`config.mk`:
```
export PLATFORM = sky130hd
export DESIGN_NAME = unicode_escape_unescaper_flat
export DESIGN_NICKNAME = d
export VERILOG_FILES = /design/src/sv/uesc_pkg.sv /design/src/sv/uesc_in_if.sv /design/src/sv/uesc_out_if.sv /design/src/sv/unicode_escape_unescaper.sv /design/src/sv/uesc_utf8_enc.sv /design/src/flat_wrapper.sv
export SDC_FILE = /design/constraint.sdc
export NUM_CORES = 1
export LEC_CHECK = 0
export ABC_AREA = 1
export BUFFER_PORTS_ARGS = -buffer_cell sky130_fd_sc_hd__clkbuf_2
export CELL_PAD_IN_SITES_DETAIL_PLACEMENT = 1
export CELL_PAD_IN_SITES_GLOBAL_PLACEMENT = 1
export CORE_MARGIN = 2
export CORE_UTILIZATION = 50
export DETAILED_ROUTE_END_ITERATION = 8
export PLACE_DENSITY = 0.84
export SYNTH_ARGS = -nofsm -noshare
export SYNTH_HDL_FRONTEND = slang
export SYNTH_SLANG_ARGS = --single-unit
```
`constraint.sdc`:
```
create_clock -name clk -period 3.4 [get_ports clk]
set_input_delay 0.17 -clock clk [delete_from_list [all_inputs] [get_ports clk]]
set_output_delay 0.17 -clock clk [all_outputs]
set_load 0.02 [all_outputs]
```
`src/sv/uesc_pkg.sv`:
```
// Shared constants, types and helpers for the unicode escape unescaper.
package uesc_pkg;

	localparam int WIN_DEPTH = 10;
	localparam int CNT_W     = 4;
	localparam int CODE_W    = 32;
	localparam int STEP_W    = 3;

	localparam logic [7:0] CHR_BSLASH = 8'h5C;
	localparam logic [7:0] CHR_LOW_U  = 8'h75;
	localparam logic [7:0] CHR_UP_U   = 8'h55;

	// pending count just before the final hex digit of a short or long escape
	localparam logic [CNT_W-1:0] SHORT_LAST = 4'd5;
	localparam logic [CNT_W-1:0] LONG_LAST  = 4'd9;

	typedef struct packed {
		logic load;
		logic step;
	} enc_ctl_t;

	typedef struct packed {
		logic       valid;
		logic       last;
		logic [7:0] data;
	} enc_stat_t;

	typedef struct packed {
		logic       ok;
		logic [3:0] val;
	} hex_t;

	function automatic hex_t hex_decode(input logic [7:0] c);
		hex_t       h;
		logic [7:0] d;
		h = '0;
		d = '0;
		if (c >= 8'h30 && c <= 8'h39) begin
			d = c - 8'h30;
			h.ok = 1'b1;
			h.val = d[3:0];
		end else if (c >= 8'h61 && c <= 8'h66) begin
			d = c - 8'h57;
			h.ok = 1'b1;
			h.val = d[3:0];
		end else if (c >= 8'h41 && c <= 8'h46) begin
			d = c - 8'h37;
			h.ok = 1'b1;
			h.val = d[3:0];
		end
		return h;
	endfunction

endpackage

```
`src/sv/uesc_in_if.sv`:
```
// Input channel: one escaped byte per item with a final flag.
interface uesc_in_if;
	logic       valid;
	logic       ready;
	logic [7:0] in_byte;
	logic       in_final;

	modport source (output valid, output in_byte, output in_final, input ready);
	modport sink (input valid, input in_byte, input in_final, output ready);
endinterface

```
`src/sv/uesc_out_if.sv`:
```
// Output channel: one unescaped byte per item with run and string end marks.
interface uesc_out_if;
	logic       valid;
	logic       ready;
	logic [7:0] out_byte;
	logic       run_last;
	logic       string_end;

	modport source (output valid, output out_byte, output run_last, output string_end,
		input ready);
	modport sink (input valid, input out_byte, input run_last, input string_end,
		output ready);
endinterface

```
`src/sv/unicode_escape_unescaper.sv`:
```
// Unicode escape unescaper: \uXXXX and \UXXXXXXXX to extended UTF-8, one byte per item.
// A byte that ends an escape or passes through is registered in the sequencer state and
// then in the output register; a finished escape also passes the encoder's sizing state.
// A held byte is taken while idle with no output; no new byte is taken while raw bytes
// or code point bytes go out; the single output register sets the pace and can stall.
// Reset: window empty, sequencer idle, output register empty.
module unicode_escape_unescaper import uesc_pkg::*; (
	input logic     clk,
	input logic     arst_n,
	uesc_in_if.sink esc,
	uesc_out_if.source utf
);

	typedef enum logic [2:0] {
		ST_IDLE = 3'b001,
		ST_RAW  = 3'b010,
		ST_CODE = 3'b100
	} seq_state_t;

	seq_state_t        state_q;
	logic [CNT_W-1:0]  cnt_q;
	logic [7:0]        win_q [WIN_DEPTH];
	logic              big_q;
	logic [CODE_W-1:0] code_q;
	logic [7:0]        b_q;
	logic              fin_q;
	logic [CNT_W-1:0]  raw_n_q;
	logic [CNT_W-1:0]  rd_q;
	logic              emit_b_q;
	logic              keep_b_q;

	logic              ov_q;
	logic [7:0]        ob_q;
	logic              olast_q;
	logic              oend_q;

	logic              accept;
	logic              load_ok;
	hex_t              hx;
	logic              is_bs;
	logic              is_u;
	logic              digit_last;
	logic              act_keep;
	logic              act_raw;
	logic              act_code;
	logic [CNT_W-1:0]  raw_n;
	logic              emit_b;
	logic              keep_b;

	logic              raw_more;
	logic [7:0]        raw_byte;
	logic              raw_last;
	logic              raw_go;
	logic              code_step;

	logic              win_we;
	logic [CNT_W-1:0]  win_wa;
	logic [7:0]        win_wd;

	enc_ctl_t          enc_ctl;
	enc_stat_t         enc_stat;

	assign esc.ready = (state_q == ST_IDLE);
	assign accept    = esc.valid && esc.ready;
	// the output register takes a new item when empty or being drained
	assign load_ok   = !ov_q || utf.ready;

	assign hx    = hex_decode(esc.in_byte);
	assign is_bs = (esc.in_byte == CHR_BSLASH);
	assign is_u  = (esc.in_byte == CHR_LOW_U) || (esc.in_byte == CHR_UP_U);
	assign digit_last = (cnt_q == (big_q ? LONG_LAST : SHORT_LAST));

	// Classify the new byte against the pending prefix. The window only ever
	// holds a valid, unfinished escape prefix, so a broken escape always releases the
	// whole window raw; after a bad hex digit the new byte is scanned afresh.
	always_comb begin
		act_keep = 1'b0;
		act_raw  = 1'b0;
		act_code = 1'b0;
		raw_n    = cnt_q;
		emit_b   = 1'b1;
		keep_b   = 1'b0;
		if (cnt_q == '0) begin
			if (is_bs && !esc.in_final)
				act_keep = 1'b1;
			else
				act_raw = 1'b1;
		end else if (cnt_q == 4'd1) begin
			// escape letter, or a pair that passes through
			if (is_u && !esc.in_final)
				act_keep = 1'b1;
			else
				act_raw = 1'b1;
		end else if (hx.ok) begin
			if (digit_last)
				act_code = 1'b1;
			else if (esc.in_final)
				act_raw = 1'b1;
			else
				act_keep = 1'b1;
		end else begin
			// bad digit: release the prefix, a backslash starts a new one
			act_raw = 1'b1;
			if (is_bs && !esc.in_final) begin
				emit_b = 1'b0;
				keep_b = 1'b1;
			end
		end
	end

	// raw release: window entries first, then the held byte
	assign raw_more = (rd_q < raw_n_q);
	assign raw_byte = raw_more ? win_q[rd_q] : b_q;
	assign raw_last = raw_more ? ((rd_q + 4'd1 == raw_n_q) && !emit_b_q) : 1'b1;
	assign raw_go   = (state_q == ST_RAW) && load_ok;

	assign code_step = (state_q == ST_CODE) && enc_stat.valid && load_ok;

	assign enc_ctl.load = accept && act_code;
	assign enc_ctl.step = code_step;

	uesc_utf8_enc u_enc (
		.clk    (clk),
		.arst_n (arst_n),
		.ctl    (enc_ctl),
		.code   ({code_q[CODE_W-5:0], hx.val}),
		.stat   (enc_stat)
	);

	// single window write port: append on hold, or park a new backslash at the head
	always_comb begin
		win_we = 1'b0;
		win_wa = cnt_q;
		win_wd = esc.in_byte;
		if (accept && act_keep) begin
			win_we = 1'b1;
		end else if (raw_go && raw_last && keep_b_q) begin
			win_we = 1'b1;
			win_wa = '0;
			win_wd = b_q;
		end
	end

	always_ff @(posedge clk) begin
		if (win_we)
			win_q[win_wa] <= win_wd;
		if (accept) begin
			b_q <= esc.in_byte;
			fin_q <= esc.in_final;
		end
		if (accept && act_keep) begin
			// clear on the backslash and the escape letter, shift in each digit after it
			if (cnt_q < 4'd2)
				code_q <= '0;
			else
				code_q <= {code_q[CODE_W-5:0], hx.val};
			if (cnt_q == 4'd1)
				big_q <= (esc.in_byte == CHR_UP_U);
		end
		if (accept && act_raw) begin
			raw_n_q <= raw_n;
			emit_b_q <= emit_b;
			keep_b_q <= keep_b;
		end
	end

	// sequencer and pending count
	always_ff @(posedge clk or negedge arst_n) begin
		if (!arst_n) begin
			state_q <= ST_IDLE;
			cnt_q <= '0;
			rd_q <= '0;
		end else begin
			unique case (state_q)
				ST_IDLE: begin
					if (accept) begin
						if (act_keep) begin
							cnt_q <= cnt_q + 4'd1;
						end else if (act_raw) begin
							cnt_q <= keep_b ? 4'd1 : 4'd0;
							rd_q <= '0;
							state_q <= ST_RAW;
						end else begin
							cnt_q <= '0;
							state_q <= ST_CODE;
						end
					end
				end
				ST_RAW: begin
					if (raw_go) begin
						if (raw_more)
							rd_q <= rd_q + 4'd1;
						if (raw_last)
							state_q <= ST_IDLE;
					end
				end
				ST_CODE: begin
					if (code_step && enc_stat.last)
						state_q <= ST_IDLE;
				end
				default: state_q <= ST_IDLE;
			endcase
		end
	end

	// output register
	always_ff @(posedge clk or negedge arst_n) begin
		if (!arst_n)
			ov_q <= 1'b0;
		else if (raw_go || code_step)
			ov_q <= 1'b1;
		else if (utf.ready)
			ov_q <= 1'b0;
	end

	always_ff @(posedge clk) begin
		if (raw_go) begin
			ob_q <= raw_byte;
			olast_q <= raw_last;
			oend_q <= raw_last && fin_q;
		end else if (code_step) begin
			ob_q <= enc_stat.data;
			olast_q <= enc_stat.last;
			oend_q <= enc_stat.last && fin_q;
		end
	end

	assign utf.valid      = ov_q;
	assign utf.out_byte   = ob_q;
	assign utf.run_last   = olast_q;
	assign utf.string_end = oend_q;

endmodule

```
`src/sv/uesc_utf8_enc.sv`:
```
// Iterative UTF-8 encoder: sizes a code point, then shifts out one byte per step.
module uesc_utf8_enc import uesc_pkg::*; (
	input  logic              clk,
	input  logic              arst_n,
	input  enc_ctl_t          ctl,
	input  logic [CODE_W-1:0] code,
	output enc_stat_t         stat
);

	typedef enum logic [2:0] {
		E_IDLE = 3'b001,
		E_SIZE = 3'b010,
		E_EMIT = 3'b100
	} enc_state_t;

	enc_state_t        state_q;
	logic [CODE_W-1:0] code_q;
	logic [STEP_W-1:0] k_q;
	logic [STEP_W-1:0] k_n;
	logic [7:0]        lead_q;
	logic [7:0]        lead_n;
	logic              first_q;
	logic [CODE_W-1:0] sh;

	// byte count minus one and lead mark
	always_comb begin
		if (code_q < 32'h0000_0080) begin
			k_n = 3'd0;
			lead_n = 8'h00;
		end else if (code_q < 32'h0000_0800) begin
			k_n = 3'd1;
			lead_n = 8'hC0;
		end else if (code_q < 32'h0001_0000) begin
			k_n = 3'd2;
			lead_n = 8'hE0;
		end else if (code_q < 32'h0020_0000) begin
			k_n = 3'd3;
			lead_n = 8'hF0;
		end else if (code_q < 32'h0400_0000) begin
			k_n = 3'd4;
			lead_n = 8'hF8;
		end else begin
			k_n = 3'd5;
			lead_n = 8'hFC;
		end
	end

	// shared shifter: six bits per remaining byte
	always_comb begin
		case (k_q)
			3'd0: sh = code_q;
			3'd1: sh = code_q >> 6;
			3'd2: sh = code_q >> 12;
			3'd3: sh = code_q >> 18;
			3'd4: sh = code_q >> 24;
			3'd5: sh = code_q >> 30;
			default: sh = code_q;
		endcase
	end

	assign stat.valid = (state_q == E_EMIT);
	assign stat.last  = (k_q == '0);
	assign stat.data  = first_q ? (sh[7:0] | lead_q) : {2'b10, sh[5:0]};

	always_ff @(posedge clk or negedge arst_n) begin
		if (!arst_n) begin
			state_q <= E_IDLE;
			k_q <= '0;
			first_q <= 1'b0;
		end else begin
			unique case (state_q)
				E_IDLE: begin
					if (ctl.load)
						state_q <= E_SIZE;
				end
				E_SIZE: begin
					k_q <= k_n;
					first_q <= 1'b1;
					state_q <= E_EMIT;
				end
				E_EMIT: begin
					if (ctl.step) begin
						first_q <= 1'b0;
						if (k_q == '0)
							state_q <= E_IDLE;
						else
							k_q <= k_q - 3'd1;
					end
				end
				default: state_q <= E_IDLE;
			endcase
		end
	end

	always_ff @(posedge clk) begin
		if (state_q == E_IDLE && ctl.load)
			code_q <= code;
		if (state_q == E_SIZE)
			lead_q <= lead_n;
	end

endmodule
```
`src/flat_wrapper.sv`:
```
// flat-port wrapper written by rule: the top's interface ports become plain ports
module unicode_escape_unescaper_flat import uesc_pkg::*;
  (clk, arst_n, esc_valid, esc_in_byte, esc_in_final, esc_ready, utf_valid, utf_out_byte, utf_run_last, utf_string_end, utf_ready);
  uesc_in_if esc_i ();
  uesc_out_if utf_i ();
  input logic clk;
  input logic arst_n;
  input wire logic [$bits(esc_i.valid)-1:0] esc_valid;
  input wire logic [$bits(esc_i.in_byte)-1:0] esc_in_byte;
  input wire logic [$bits(esc_i.in_final)-1:0] esc_in_final;
  output wire logic [$bits(esc_i.ready)-1:0] esc_ready;
  output wire logic [$bits(utf_i.valid)-1:0] utf_valid;
  output wire logic [$bits(utf_i.out_byte)-1:0] utf_out_byte;
  output wire logic [$bits(utf_i.run_last)-1:0] utf_run_last;
  output wire logic [$bits(utf_i.string_end)-1:0] utf_string_end;
  input wire logic [$bits(utf_i.ready)-1:0] utf_ready;
  assign esc_i.valid = esc_valid;
  assign esc_i.in_byte = esc_in_byte;
  assign esc_i.in_final = esc_in_final;
  assign esc_ready = esc_i.ready;
  assign utf_valid = utf_i.valid;
  assign utf_out_byte = utf_i.out_byte;
  assign utf_run_last = utf_i.run_last;
  assign utf_string_end = utf_i.string_end;
  assign utf_i.ready = utf_ready;
  unicode_escape_unescaper u_core (.clk(clk), .arst_n(arst_n), .esc(esc_i), .utf(utf_i));
endmodule
```
[Yosys cells after proc, flatten, opt, wreduce, memory -nomap -nowiden]
Memories as Yosys holds them, arrays and structs flattened.
Cells that the tools add are included.
Word-level totals
  bits in registers: 113
  memory bits (writable): 80
  input bits: 13
  output and inout bits: 12
  word-level logic and storage cells: 192
  memories: 1
Memories
  u_core.win_q: depth 10, width 8, rd ports 1, clocked after memory_dff 0, write ports 1, RTL line unicode_escape_unescaper.sv:22  | logic [7:0] win_q [WIN_DEPTH];
Cells by class
  add/sub/neg operators: 6
  order comparisons: 13
  eq/ne operators: 28
  muxes and demuxes: 79
  bitwise gates (word level): 1
  reduce and logical (&&, ||, !) cells: 42
Operators with widths (number)
  $mux 8: 7
  $mux 3: 16
  $mux 4: 11
  $pmux 8 s5: 1
  $mux 1: 35
  $lt 32x12->1 const B: 1
  $lt 32x17->1 const B: 1
  $lt 32x22->1 const B: 1
  $lt 32x27->1 const B: 1
  $lt 32x8->1 const B: 1
  $eq 8x7->1 const B: 3
  $mux 5: 4
  $logic_and 1x1->1: 19
  $pmux 3 s3: 2
  $ge 8x7->1 const B: 2
  $le 8x7->1 const B: 2
  $ne 2x2->1 const B: 7
  $eq 3x2->1 const B: 4
  $eq 3x3->1 const B: 4
  $eq 3x1->1 const B: 3
  $add 4x1->4 const B: 2
  $eq 4x4->1: 2
  $ge 8x6->1 const B: 1
  $le 8x6->1 const B: 1
  other kinds (23): 38

[Logic depth before layout (Yosys ltp)]
Gate-level depths: netlist of the first run.
  depth after elaboration: 12
  depth in mapped cells: 15
  gate-level depth less buffers: 15

[Cells and area by module]
A second synthesis of the first run with hierarchy kept.
Second synthesis, totals
  cells, all modules: 815
  area total of the unflattened synthesis: 8738.4 µm²
By module, submodules not included
  unicode_escape_unescaper: instances 1, cells each 620, area an instance 6710.2 µm², sequential area each 4325.4 µm²
  uesc_utf8_enc: instances 1, cells each 195, area an instance 2028.2 µm², sequential area each 1287.5 µm²

[Worst setup path after synthesis of the first run]
Ideal clock, no wire load.
  path kind: reg2reg
  from: register u_core.state_q[0]
  to: register u_core.u_enc.code_q[0] (enable)
  library setup time: 0.421 ns
  arrival: 2.695 ns
  data required time: 2.979 ns
  path slack: 0.284 ns
  stages on the path, launching flop included: 7
  buffers on the path: 0
  period minus slack after synthesis: 3.116 ns
  path through: dfstp_2 inv_1 nor3_4 inv_2 nor2_8 nand3_1 nor2_1
On the way
  cells in the longest elaborated chain, start to end: 4
Ends and longest elaborated chain
  start: declaration: RTL line unicode_escape_unescaper.sv:20  | seq_state_t state_q;
  start signal: assignment: RTL line unicode_escape_unescaper.sv:170  | state_q <= ST_IDLE;
  start signal: assignment: RTL line unicode_escape_unescaper.sv:182  | state_q <= ST_RAW;
  start signal: assignment: RTL line unicode_escape_unescaper.sv:185  | state_q <= ST_CODE;
  $eq 3x1->1: RTL line unicode_escape_unescaper.sv:63  | assign esc.ready = (state_q == ST_IDLE);
  via esc_ready: RTL line flat_wrapper.sv:11  | output wire logic [$bits(esc_i.ready)-1:0] esc_ready;
  $logic_and 1x1->1: RTL line unicode_escape_unescaper.sv:64  | assign accept = esc.valid && esc.ready;
  via u_core.accept: RTL line unicode_escape_unescaper.sv:37  | logic accept;
  $logic_and 1x1->1: RTL line unicode_escape_unescaper.sv:119  | assign enc_ctl.load = accept && act_code;
  $logic_and 1x1->1: RTL line uesc_utf8_enc.sv:96  | if (state_q == E_IDLE && ctl.load)
  end signal: assignment: RTL line uesc_utf8_enc.sv:97  | code_q <= code;
  end: declaration: RTL line uesc_utf8_enc.sv:17  | logic [CODE_W-1:0] code_q;
The timed path passes the listed nets, and every way through them passes these cells.
A chain may end at the register's enable or synchronous reset.

[Worst setup path after layout of the first run]
  from: register u_core.rd_q[2]
  to: memory u_core.win_q[8][0] (enable)
On the way
  cells in the longest elaborated chain, start to end: 10
  elaborated cells on any way between the ends: 13
  classes of those cells: add/sub (1); order compare (1); eq/ne (1); mux (7); reduce/logical (3)
Ends and longest elaborated chain
  start: declaration: RTL line unicode_escape_unescaper.sv:28  | logic [CNT_W-1:0] rd_q;
  start signal: assignment: RTL line unicode_escape_unescaper.sv:192  | rd_q <= rd_q + 4'd1;
  $add 4x1->4: RTL line unicode_escape_unescaper.sv:114  | assign raw_last = raw_more ? ((rd_q + 4'd1 == raw_n_q) && !emit_b_q) : 1'b1;
  $eq 4x4->1: RTL line unicode_escape_unescaper.sv:114
  $logic_and 1x1->1: RTL line unicode_escape_unescaper.sv:114
  $mux 1 *: RTL line unicode_escape_unescaper.sv:114
  $logic_and 1x1->1 * (2 in a row): RTL line unicode_escape_unescaper.sv:137  | end else if (raw_go && raw_last && keep_b_q) begin
  $mux 1: RTL line unicode_escape_unescaper.sv:137
  $mux 1: RTL line unicode_escape_unescaper.sv:135  | if (accept && act_keep) begin
  $mux 1: RTL line unicode_escape_unescaper.sv:145  | if (win_we)
  $mux 1 (implied by the code): RTL line unicode_escape_unescaper.sv:146  | win_q[win_wa] <= win_wd;
  end: declaration: RTL line unicode_escape_unescaper.sv:22
Mark *: on every way between the ends. The rest lies on a longest branch, timed or not.

==> results.sh, run 1 <==
export IMPL_syn2layout_area_growth_pct=11.8
export IMPL_worst_path_most_repeated_cell="nand2_1"
export IMPL_ant_nets=0
export IMPL_initial_antenna_violation_count=0
export IMPL_cpPeakStageDelay_ps=870
export IMPL_relSlewSlack=0.344
export IMPL_design_final_nets=847
export IMPL_postRouteWirelength_um=23600
export IMPL_grt_max_degree=45
export IMPL_worst_endpoint_required_ps=3480
export IMPL_design_area_mm2=0.00965
export IMPL_groute_usage_overall=0.273
export IMPL_timing_hold_worst_class="in2reg"
export IMPL_placed_area_mm2=0.00899
export IMPL_syn_inst=780
export IMPL_crit_start="u_core.rd_q[2]"
export IMPL_final_setup_viol_count=0
export IMPL_met2_track_usage_gr=0.459
export IMPL_fmaxAchievable_mhz=351
export IMPL_async_flop_share=0.100
export IMPL_clock_tree_from_tritoncts="built"
export IMPL_crit_slowest_cell="dfrtp_1"
export IMPL_power_ir_vdd_worst_uv=402
export IMPL_synth_largest_type_area_fraction=0.595
export IMPL_synth_cell_type_count=47
export IMPL_report_final_hold_viol_count=0
export IMPL_setup_crit_start_kind="register"
export IMPL_synth_flop_cell="edfxtp_1"
export IMPL_setup_repair_after_global_routing_missed_its_margin="false"
export IMPL_post_cts_resize_count=0
export IMPL_timing_final_max_slew_violations=0
export IMPL_clkLatencyLatePin_ps=450
export IMPL_globalplace_congestion=0.901
export IMPL_timing_worst_setup_path_type="reg2reg"
export IMPL_register_area_mm2=0.00561
export IMPL_final_min_period_over_clock_period=0.839
export IMPL_critical_path_cell_chain="inv_1, nand2_1, nand2_1, nand2_1, nand3_1, nor2_1, nand2_1, nand2_2, nand3_4, nand2_1, inv_1, nor2_1"
export IMPL_core_mm2=0.0171
export IMPL_power_leakage_nw=3.76
export IMPL_die_h_um=135
export IMPL_dr_first_iter_drc_count=603
export IMPL_globalRouteOverflowTotal=0
export IMPL_cts_hold_fix_buffers=7
export IMPL_worstSetupEndpointType="register"
export IMPL_floorplan_io_pins=25
export IMPL_synth_net_count=810
export IMPL_timing_hold_worst_endpoint="u_core.b_q[1]"
export IMPL_netlist_top_cells_area="edfxtp_1 59%, nor2_1 5.9%, dfrtp_1 4.9%, nand2_1 4.7%, inv_1 3.4%"
export IMPL_synth_largest_area_cell="edfxtp_1"
export IMPL_maxCapViolations=0
export IMPL_min_from="esc_in_byte[1]"
export IMPL_gr_usage_met3=0.0557
export IMPL_die_w_um=135
export IMPL_wl_per_cell_um=22.4
export IMPL_layout_drive_gt1_share=0.147
export IMPL_vias_per_cell=5.78
export IMPL_die_area_mm2=0.0183
export IMPL_grt_most_used_layer="met2"
export IMPL_min_period_ps=2850
export IMPL_synthesis_area_per_instance_um2=11.1
export IMPL_clock_tree_root_cell="clkbuf_16"
export IMPL_ys_ff_latch=190
export IMPL_cts_post_setup_buffers_inserted=0
export IMPL_synth_cells_most_frequent="171 x edfxtp_1, 136 x nor2_1, 107 x nand2_1, 79 x inv_1, 48 x o21ai_0"
export IMPL_max_clock_path_buffers=2
export IMPL_reg2reg_depth=12
export IMPL_dr_total_vias=6102
export IMPL_hpwlAfterDp_um=16100
export IMPL_placement_rows=48
export IMPL_finClkSkew_ps=11.8
export IMPL_cts_max_level=4
export IMPL_yosys_warnings=0
export IMPL_first_global_vias=6591
export IMPL_library_cell_with_the_highest_instance_count_after_synthesis="edfxtp_1"
export IMPL_global_route_met1_utilization=0.353
export IMPL_clk_transition_reported_paths_ps=80
export IMPL_drc=0
export IMPL_synth_edf_count=171
export IMPL_cts_sink_count=190
export IMPL_status="completed"
export IMPL_ys_seq_area_frac=0.650
export IMPL_multi_input_area_mm2=0.00255
export IMPL_tns_ps=0
export IMPL_tightestPinTransition_ps=975
export IMPL_io_buffers=24
export IMPL_regToRegEndpoint="u_core.win_q[8][0]"
export IMPL_cp_max_fo=22
export IMPL_diodes_inserted=0
export IMPL_critPathArrivalTime_ps=2930
export IMPL_cts_inserted_buffers=17
export IMPL_syn_cell_area_mm2=0.00863
export IMPL_power_per_cell_area_mw_per_mm2=485
export IMPL_reg2reg_from="u_core.rd_q[2]"
export IMPL_grt_first_pass_wirelength_um=36600
export IMPL_hold_path_depth=1
export IMPL_detailedRoute_firstPassIterationCount=6
export IMPL_fill_cells=1839
export IMPL_regToRegSetupSlack_ps=550
export IMPL_floorplan_initialDensity=0.506
[cell usage in the layout, fill, tap and decap left out, types with 5 or more instances in the layout]
cell type	netlist	layout
clkbuf_16	0	17
a21oi_2	8	8
edfxtp_1	171	171
o211ai_1	26	26
nor4_1	5	5
nor3_2	5	5
a21oi_1	11	11
dlygate4sd3_1	0	7
dfrtp_1	17	17
inv_2	14	14
buf_4	1	8
nor2_1	136	135
o21ai_1	10	10
nand3_1	39	39
nand2_2	10	10
o21ai_0	48	48
ha_1	17	17
clkbuf_2	0	24
inv_1	79	79
a221oi_1	8	8
nand2_1	107	107
inv_6	0	5
nor3_1	7	7
[kinds of logic after synthesis]
family | count (synthesis) | share of synthesized area
and+or+nand+nor | 330 | 0.177
DFF | 190 | 0.650
AOI/OAI and AO/OA | 124 | 0.0912
buffers and inverters | 116 | 0.0542
adders and majority gates | 17 | 0.0246
xor gates and xnor gates | 3 | 0.00304
[through the flow]
stage | worst slack [ps] | total power, W | util | std cells | hold slack (ps)
final | 548 | 0.00468 | 0.566 | 1055 | 4.71
after global routing | 259 | 0.00477 | 0.566 | 1055 | 1.98
after CTS | 535 | 0.00468 | 0.566 | 1055 | 4.92
after detailed placement | 563 | 0.00268 | 0.527 | 1016 | 171
after global placement | 746 | 0.00268 | 0.527 | 1016 | 164
after floorplan | 284 | 0.00263 | - | 780 | -126
[cell type report]
class | instances | area share
Tap cell | 225 | 0.0292
Multi-Input combinational cell | 474 | 0.265
Clock buffer | 17 | 0.0441
Timing Repair Buffer | 39 | 0.0259
Clock inverter | 15 | 0.0174
Inverter | 95 | 0.0372
Sequential cell | 190 | 0.582
[how the worst max path moves through the flow]
stage	end	cells after the start
floorplan	u_core.u_enc.code_q[0]	6
global placement	u_core.win_q[8][5]	12
detailed placement	u_core.win_q[8][5]	12
CTS	u_core.win_q[8][0]	12
global route	u_core.win_q[8][5]	12
finish	u_core.win_q[8][0]	12
[sequential cells by signal, indices dropped and copies added (netlist names)]
register / cells
u_core.cnt_q: 4
u_core.u_enc.first_q: 1
u_core.keep_b_q: 1
u_core.b_q: 8
u_core.u_enc.code_q: 32
u_core.win_q: 80
u_core.utf.run_last: 1
u_core.raw_n_q: 4
u_core.utf.out_byte: 8
u_core.utf.string_end: 1
u_core.rd_q: 4
u_core.emit_b_q: 1
u_core.fin_q: 1
u_core.big_q: 1
u_core.code_q: 28
u_core.utf.valid: 1
u_core.u_enc.state_q: 3
u_core.state_q: 3
u_core.u_enc.k_q: 3
u_core.u_enc.lead_q: 5
[layer usage]
metal / part of all wire / wire length [um]
met1: 0.42 / 9880
met5: 0 / 0
met2: 0.50 / 11700
met3: 0.058 / 1380
met4: 0.028 / 656
[power by group]
group | switching, W | total (W) | internal, W
clock | 0.000987 | 0.00204 | 0.00105
sequential | 0.00000212 | 0.00253 | 0.00253
combinational | 0.0000785 | 0.000107 | 0.0000281
[worst max-delay path, delay by kind of cell, from the launching register on]
kind | cells | cell delay [ps]
simple gates | 10 | 1450
flops | 1 | 870
buf+inv | 2 | 160
Note: power is estimated with default switching activity, not from simulation.
==> run 2, diff against run 1 <==
ABC_AREA = 0   (was 1)
CORE_UTILIZATION = 47   (was 50)
PLACE_DENSITY = 0.8   (was 0.84)
clock period = 2.6 ns   (was 3.4 ns; I/O delays follow)
==> results.sh, run 2 <==
export IMPL_layout_drive_gt1_share=0.262
export IMPL_die_area_mm2=0.0190
export IMPL_maxCapViolations=0
export IMPL_wl_per_cell_um=24.7
export IMPL_cpPeakStageDelay_ps=440
export IMPL_logic_depth_of_the_worst_path_buffers_included=8
export IMPL_critPathArrivalTime_ps=2670
export IMPL_setup_crit_start_kind="register"
export IMPL_largest_reg_flops=80
export IMPL_vias_per_cell=6.11
export IMPL_regToRegSetupSlack_ps=90
export IMPL_synth_simple_area_share=0.113
export IMPL_crit_start="u_core.rd_q[0]"
export IMPL_core_mm2=0.0174
export IMPL_grt_max_degree=33
export IMPL_cts_inserted_buffers=17
export IMPL_die_w_um=138
export IMPL_fin_util=0.566
export IMPL_max_clock_path_buffers=2
export IMPL_crit_family="multiplexers"
export IMPL_floorplan_initialDensity=0.484
export IMPL_report_final_hold_viol_count=0
export IMPL_hpwlAfterDp_um=14900
export IMPL_timing_worst_setup_path_type="reg2reg"
export IMPL_regToRegEndpoint="u_core.win_q[4][6]"
export IMPL_initial_antenna_violation_count=0
export IMPL_p_total_w=0.00885
export IMPL_library_cell_with_the_highest_instance_count_after_synthesis="edfxtp_1"
export IMPL_synth_cell_type_count=71
export IMPL_placed_area_mm2=0.00913
export IMPL_placement_rows=48
export IMPL_syn2layout_area_growth_pct=17.1
export IMPL_status="completed"
export IMPL_groute_usage_overall=0.245
export IMPL_dr_total_vias=5379
export IMPL_globalRouteOverflowTotal=0
export IMPL_syn_cell_area_mm2=0.00842
export IMPL_timing_hold_worst_class="in2reg"
export IMPL_synth_net_count=599
export IMPL_fmaxAchievable_mhz=398
export IMPL_clkLatencyLatePin_ps=440
export IMPL_die_h_um=138
export IMPL_reg2reg_from="u_core.rd_q[0]"
export IMPL_synth_compound_area_frac=0.0859
export IMPL_min_period_ps=2510
export IMPL_reg2reg_depth=8
export IMPL_layout_common_cells="171 x edfxtp_1, 42 x buf_4, 39 x nand2_1"
export IMPL_cp_max_fo=10
export IMPL_diodes_inserted=0
export IMPL_finClkSkew_ps=11.6
export IMPL_synth_largest_type_area_fraction=0.610
export IMPL_tightestPinTransition_ps=810
export IMPL_synth_top_family_by_area="simple AND/OR/NAND/NOR gates"
export IMPL_detailedRoute_firstPassIterationCount=5
export IMPL_synth_flop_cell="edfxtp_1"
export IMPL_worst_endpoint_required_ps=2760
export IMPL_relSlewSlack=0.459
export IMPL_synth_xor_xnor_area_share=0.00520
export IMPL_synth_adder_area_share=0.0253
export IMPL_clock_tree_root_cell="clkbuf_16"
export IMPL_registers_top_by_ff_count="u_core.win_q"
export IMPL_netlist_top_cells_area="edfxtp_1 61%, dfrtp_1 5.1%, mux4_2 4.3%, ha_1 2.5%, nor2b_1 2.4%"
export IMPL_design_final_nets=673
export IMPL_power_leakage_nw=3.50
export IMPL_clock_tree_from_tritoncts="built"
export IMPL_async_flop_share=0.100
export IMPL_floorplan_io_pins=25
export IMPL_layout_cells_most_common="edfxtp_1"
export IMPL_synth_mux_area_fraction=0.0775
export IMPL_worstSetupEndpointType="register"
export IMPL_syn_inst=569
export IMPL_post_place_cells=843
export IMPL_grt_first_pass_wirelength_um=33500
export IMPL_drc=0
export IMPL_ys_ff_latch=190
export IMPL_synth_edf_count=171
export IMPL_tns_ps=0
export IMPL_ys_seq_area_frac=0.666
export IMPL_timing_final_max_slew_violations=0
export IMPL_first_global_vias=5630
export IMPL_io_buffers=24
export IMPL_reg_top3="u_core.win_q: 80 flops, u_core.u_enc.code_q: 32 flops, u_core.code_q: 28 flops"
export IMPL_synth_cells_most_frequent="171 x edfxtp_1, 39 x nand2_1, 32 x nor2b_1, 24 x inv_1, 23 x nor2_1"
export IMPL_setup_repair_after_global_routing_missed_its_margin="true"
export IMPL_post_route_non_filler_standard_cell_count=881
export IMPL_final_min_period_over_clock_period=0.966
export IMPL_final_setup_viol_count=0
export IMPL_clk_transition_reported_paths_ps=70
export IMPL_design_area_mm2=0.00986
export IMPL_synth_largest_area_cell="edfxtp_1"
export IMPL_globalplace_congestion=0.893
export IMPL_cts_sink_count=190
export IMPL_critical_path_cell_chain="ha_1, xor2_1, nor3_1, nand3_1, a211oi_2, buf_6, buf_4, mux2_2"
export IMPL_dr_first_iter_drc_count=566
export IMPL_postRouteWirelength_um=21800
export IMPL_critical_path_buf_inv_count=2
export IMPL_crit_slowest_cell="mux2_2"
export IMPL_ant_nets=0
export IMPL_yosys_warnings=0
export IMPL_cts_max_level=4
export IMPL_power_per_cell_area_mw_per_mm2=897
export IMPL_synthesis_area_per_instance_um2=14.8
export IMPL_power_ir_vdd_worst_uv=529
export IMPL_setup_worst_path_end="u_core.win_q[4][6]"
run 2: worst min-delay path by stage:
stage	from	to	slack, ps	cells past startpoint
6_report	esc_in_byte[1]	u_core.b_q[1]	30	2
5_1_grt	esc_in_byte[1]	u_core.b_q[1]	30	2
4_1_cts	esc_in_byte[1]	u_core.b_q[1]	20	2
3_5_place_dp	arst_n	u_core.utf.valid	140	1
3_3_place_gp	arst_n	u_core.u_enc.first_q	130	1
2_1_floorplan	arst_n	u_core.cnt_q[0]	-170	0
run 2: per-layer routing:
layer	up-vias	global-route usage	share of wire
li1	2334	-	-
met1	2778	0.331	0.42
met2	213	0.397	0.49
met3	54	0.0435	0.055
met4	0	0.0964	0.029
met5	-	0	0
run 2: area by class of cell:
cell class / count / area, um2
sequential: 190 / 5620
multi-input combinational: 334 / 2700
tap: 225 / 282
clock inverter: 15 / 181
inverter: 24 / 93.8
fill: 1671 / 7550
clock buffer: 17 / 425
timing repair buffer: 76 / 568
run 2: what timing repair did:
item | CTS | global route
pin swaps | 0 | 1
gates resized for setup | 4 | 15
hold endpoints to repair | 21 | 0
buffers inserted | 0 | 1
setup endpoints to repair | 50 | 94
hold buffers | 5 | 0
run 2: worst reg2reg max path: stages, from the launching register on:
cell and delay (ps):
dfrtp_1 410, ha_1 340, xor2_1 170, nor3_1 140, nand3_1 130, a211oi_2 220
buf_6 190, buf_4 190, mux2_2 440
run 2: stage by stage:
stage                     setup slack (ps)  hold slack, ps
after detailed placement             -87.4             139
final                                 88.8            32.3
after CTS                             4.68            19.1
after floorplan                       6.31            -166
after global routing                 -54.3            27.2
after global placement                66.7             133
run 2: logic make-up after synthesis:
family	Yosys count
and+or+nand+nor	169
muxes	43
adders and majority gates	17
AOI/OAI and AO/OA	100
DFF	190
xor gates and xnor gates	5
buffers and inverters	45
run 2: where the power goes:
part,switching [W],internal (W)
logic,0.00135,0.000888
registers,0.000187,0.00375
clock network,0.00123,0.00145
total,0.00276,0.00609
==> run 3, diff against run 2 <==
SYNTH_HIERARCHICAL = 1   (was not set)
==> results.sh, run 3 <==
export IMPL_power_leakage_nw=3.52
export IMPL_initial_antenna_violation_count=1
export IMPL_regToRegSetupSlack_ps=50
export IMPL_core_mm2=0.0174
export IMPL_dr_first_iter_drc_count=476
export IMPL_syn2layout_area_growth_pct=19.9
export IMPL_timing_final_max_slew_violations=0
export IMPL_floorplan_initialDensity=0.482
export IMPL_syn_cell_area_mm2=0.00837
export IMPL_synth_adder_area_share=0.0239
export IMPL_sw_ratio=0.311
export IMPL_final_min_period_over_clock_period=0.979
export IMPL_power_per_cell_area_mw_per_mm2=917
export IMPL_placement_rows=48
export IMPL_fill_cells=1617
export IMPL_synth_simple_area_share=0.114
export IMPL_postRouteWirelength_um=21700
export IMPL_min_period_ps=2550
export IMPL_io_buffers=24
export IMPL_synth_largest_area_cell="edfxtp_1"
export IMPL_max_clock_path_buffers=2
export IMPL_syn_inst=570
export IMPL_die_w_um=137
export IMPL_ys_seq_area_frac=0.670
export IMPL_power_ir_vdd_worst_uv=480
export IMPL_drc=0
export IMPL_layout_drive_gt1_share=0.252
export IMPL_met3_length_um=865
export IMPL_holdWs_ps=31.7
export IMPL_met1_length_um=9470
export IMPL_final_setup_viol_count=0
export IMPL_hpwlAfterDp_um=14700
export IMPL_ant_nets=0
export IMPL_layout_setup_ws_ps=54.7
export IMPL_detailedRoute_firstPassIterationCount=5
export IMPL_regToRegEndpoint="u_core/win_q[2][3]"
export IMPL_layout_cells_most_common="edfxtp_1"
export IMPL_clkLatencyLatePin_ps=440
export IMPL_clk_transition_reported_paths_ps=70
export IMPL_synth_xor_xnor_area_share=0.00628
export IMPL_grt_max_degree=34
export IMPL_layout_common_cells="171 x edfxtp_1, 44 x nand2_1, 31 x buf_4"
export IMPL_floorplan_io_pins=25
export IMPL_hold_path_depth=1
export IMPL_vias_per_cell=5.94
export IMPL_library_cell_with_the_highest_instance_count_after_synthesis="edfxtp_1"
export IMPL_finClkSkew_ps=7.22
export IMPL_async_flop_share=0.100
export IMPL_fmaxAchievable_mhz=393
export IMPL_intPower_w=0.00634
export IMPL_synth_top_family_by_area="simple AND/OR/NAND/NOR gates"
export IMPL_dr_total_vias=5206
export IMPL_globalplace_congestion=0.854
export IMPL_met2RoutedLength_um=10800
export IMPL_timing_hold_worst_endpoint="u_core/b_q[0]"
export IMPL_groute_usage_overall=0.241
export IMPL_clock_tree_root_cell="clkbuf_16"
export IMPL_registers_top_by_ff_count="u_core/win_q"
export IMPL_reg2reg_depth=9
export IMPL_synth_largest_type_area_fraction=0.613
export IMPL_wl_per_cell_um=24.8
export IMPL_ys_ff_latch=190
export IMPL_synth_net_count=599
export IMPL_status="completed"
export IMPL_dp_slack_ps=-119
export IMPL_globalRouteOverflowTotal=0
export IMPL_cp_max_fo=7
export IMPL_synth_compound_area_frac=0.0897
export IMPL_grt_first_pass_wirelength_um=32700
export IMPL_worstSetupEndpointType="register"
export IMPL_cts_inserted_buffers=17
export IMPL_report_final_hold_viol_count=0
export IMPL_combinationalPowerShare=0.263
export IMPL_cts_max_level=4
export IMPL_min_from="esc_in_byte[0]"
export IMPL_die_h_um=137
export IMPL_timing_hold_worst_class="in2reg"
export IMPL_maxCapViolations=0
export IMPL_pwr_share_clk=0.314
export IMPL_reg2reg_from="u_core/cnt_q[1]"
export IMPL_netlist_top_cells_area="edfxtp_1 61%, dfrtp_1 5.1%, mux4_2 4.3%, ha_1 2.4%, nor2b_1 2.1%"
export IMPL_first_global_vias=5475
export IMPL_reg_top3="u_core/win_q: 80 flops, u_core/u_enc/code_q: 32 flops, u_core/code_q: 28 flops"
export IMPL_synthesis_area_per_instance_um2=14.7
export IMPL_die_area_mm2=0.0189
export IMPL_synth_cells_most_frequent="171 x edfxtp_1, 45 x nand2_1, 28 x nor2b_1, 23 x inv_1, 18 x clkbuf_1"
export IMPL_setup_crit_start_kind="register"
export IMPL_largest_reg_flops=80
export IMPL_synth_cell_type_count=71
export IMPL_highest_signal_layer="met4"
export IMPL_clock_tree_from_tritoncts="built"
export IMPL_cts_sink_count=190
export IMPL_power_frac_seq=0.422
export IMPL_synth_flop_cell="edfxtp_1"
export IMPL_worst_endpoint_required_ps=2750
export IMPL_synth_mux_area_fraction=0.0726
export IMPL_tightestPinTransition_ps=840
export IMPL_design_final_nets=666
export IMPL_yosys_warnings=6
export IMPL_relSlewSlack=0.440
export IMPL_critPathArrivalTime_ps=2700
export IMPL_timing_worst_setup_path_type="reg2reg"
export IMPL_synth_edf_count=171
export IMPL_switching_power_w=0.00286
==> run 3: kinds of logic (layout without fill, tap and decap cells) <==
| group | Yosys count | count (layout) |
|---|---|---|
| XOR/XNOR | 6 | 6 |
| buffers and inverters | 48 | 128 |
| AND/OR/NAND/NOR | 169 | 169 |
| multiplexers | 39 | 39 |
| adder cells (fa/ha/maj) | 16 | 16 |
| AO/OA/AOI/OAI | 102 | 102 |
| flip-flops | 190 | 190 |
| other | 0 | 1 |
==> run 3: worst max-delay path by stage <==
stage                        endpoint               from  slack, ps
3_5_place_dp       u_core/win_q[0][6]     esc_in_byte[3]       -120
6_report           u_core/win_q[2][3]    u_core/cnt_q[1]         50
2_1_floorplan  u_core/u_enc/code_q[0]  u_core/state_q[0]       -310
4_1_cts            u_core/win_q[1][5]    u_core/cnt_q[0]         10
3_3_place_gp       u_core/win_q[0][4]     esc_in_byte[3]         40
5_1_grt            u_core/win_q[9][4]    u_core/cnt_q[1]        -50
==> run 3: timing repair <==
action,4_1_cts,5_1_grt
hold buffers,7,0
setup endpoints to repair,64,154
pin swaps,8,4
resized for setup,2,9
buffers inserted,5,5
hold endpoints to repair,23,0
==> run 3: worst max-delay path: stages (launching register included) <==
cell and delay (ps):
dfrtp_1 400, inv_2 70, ha_2 210, inv_1 80, nor4_2 330, o21ai_1 160, a211o_2 450, buf_12 180
nor3_4 170, buf_4 200
==> run 3: cell type report <==
cell class	instances	area [um2]	area share
multi-input combinational	332	2770	0.276
inverter	24	90.1	0.00898
clock inverter	14	226	0.0226
timing repair buffer	72	623	0.0621
clock buffer	18	429	0.0428
sequential	190	5610	0.559
tap	225	282	0.0281
antenna	1	2.50	0.000249
==> run 3: through the flow <==
stage | TNS (ps) | std cells | total power (W) | util | area [um2]
finish | 0 | 876 | 0.00920 | 0.578 | 10000
global route | -1290 | 875 | 0.00959 | 0.578 | 10000
CTS | 0 | 870 | 0.00920 | 0.573 | 9940
detailed placement | -2230 | 826 | 0.00625 | 0.526 | 9130
global placement | 0 | 826 | 0.00613 | 0.526 | 9130
floorplan | -10220 | 570 | 0.00550 | - | 8590
==> run 3: metal layers <==
metal | track usage | vias to the layer above
li1 | - | 2336
met1 | 0.317 | 2694
met2 | 0.396 | 138
met3 | 0.0394 | 38
met4 | 0.105 | 0
met5 | 0 | -
==> run 3: power by group through the flow <==
stage               Sequential, W  Clock, W  Combinational, W
CTS                       0.00388   0.00295           0.00237
floorplan                 0.00391         0           0.00158
finish                    0.00388   0.00289           0.00242
global route              0.00391   0.00305           0.00263
detailed placement        0.00394         0           0.00231
global placement          0.00392         0           0.00221
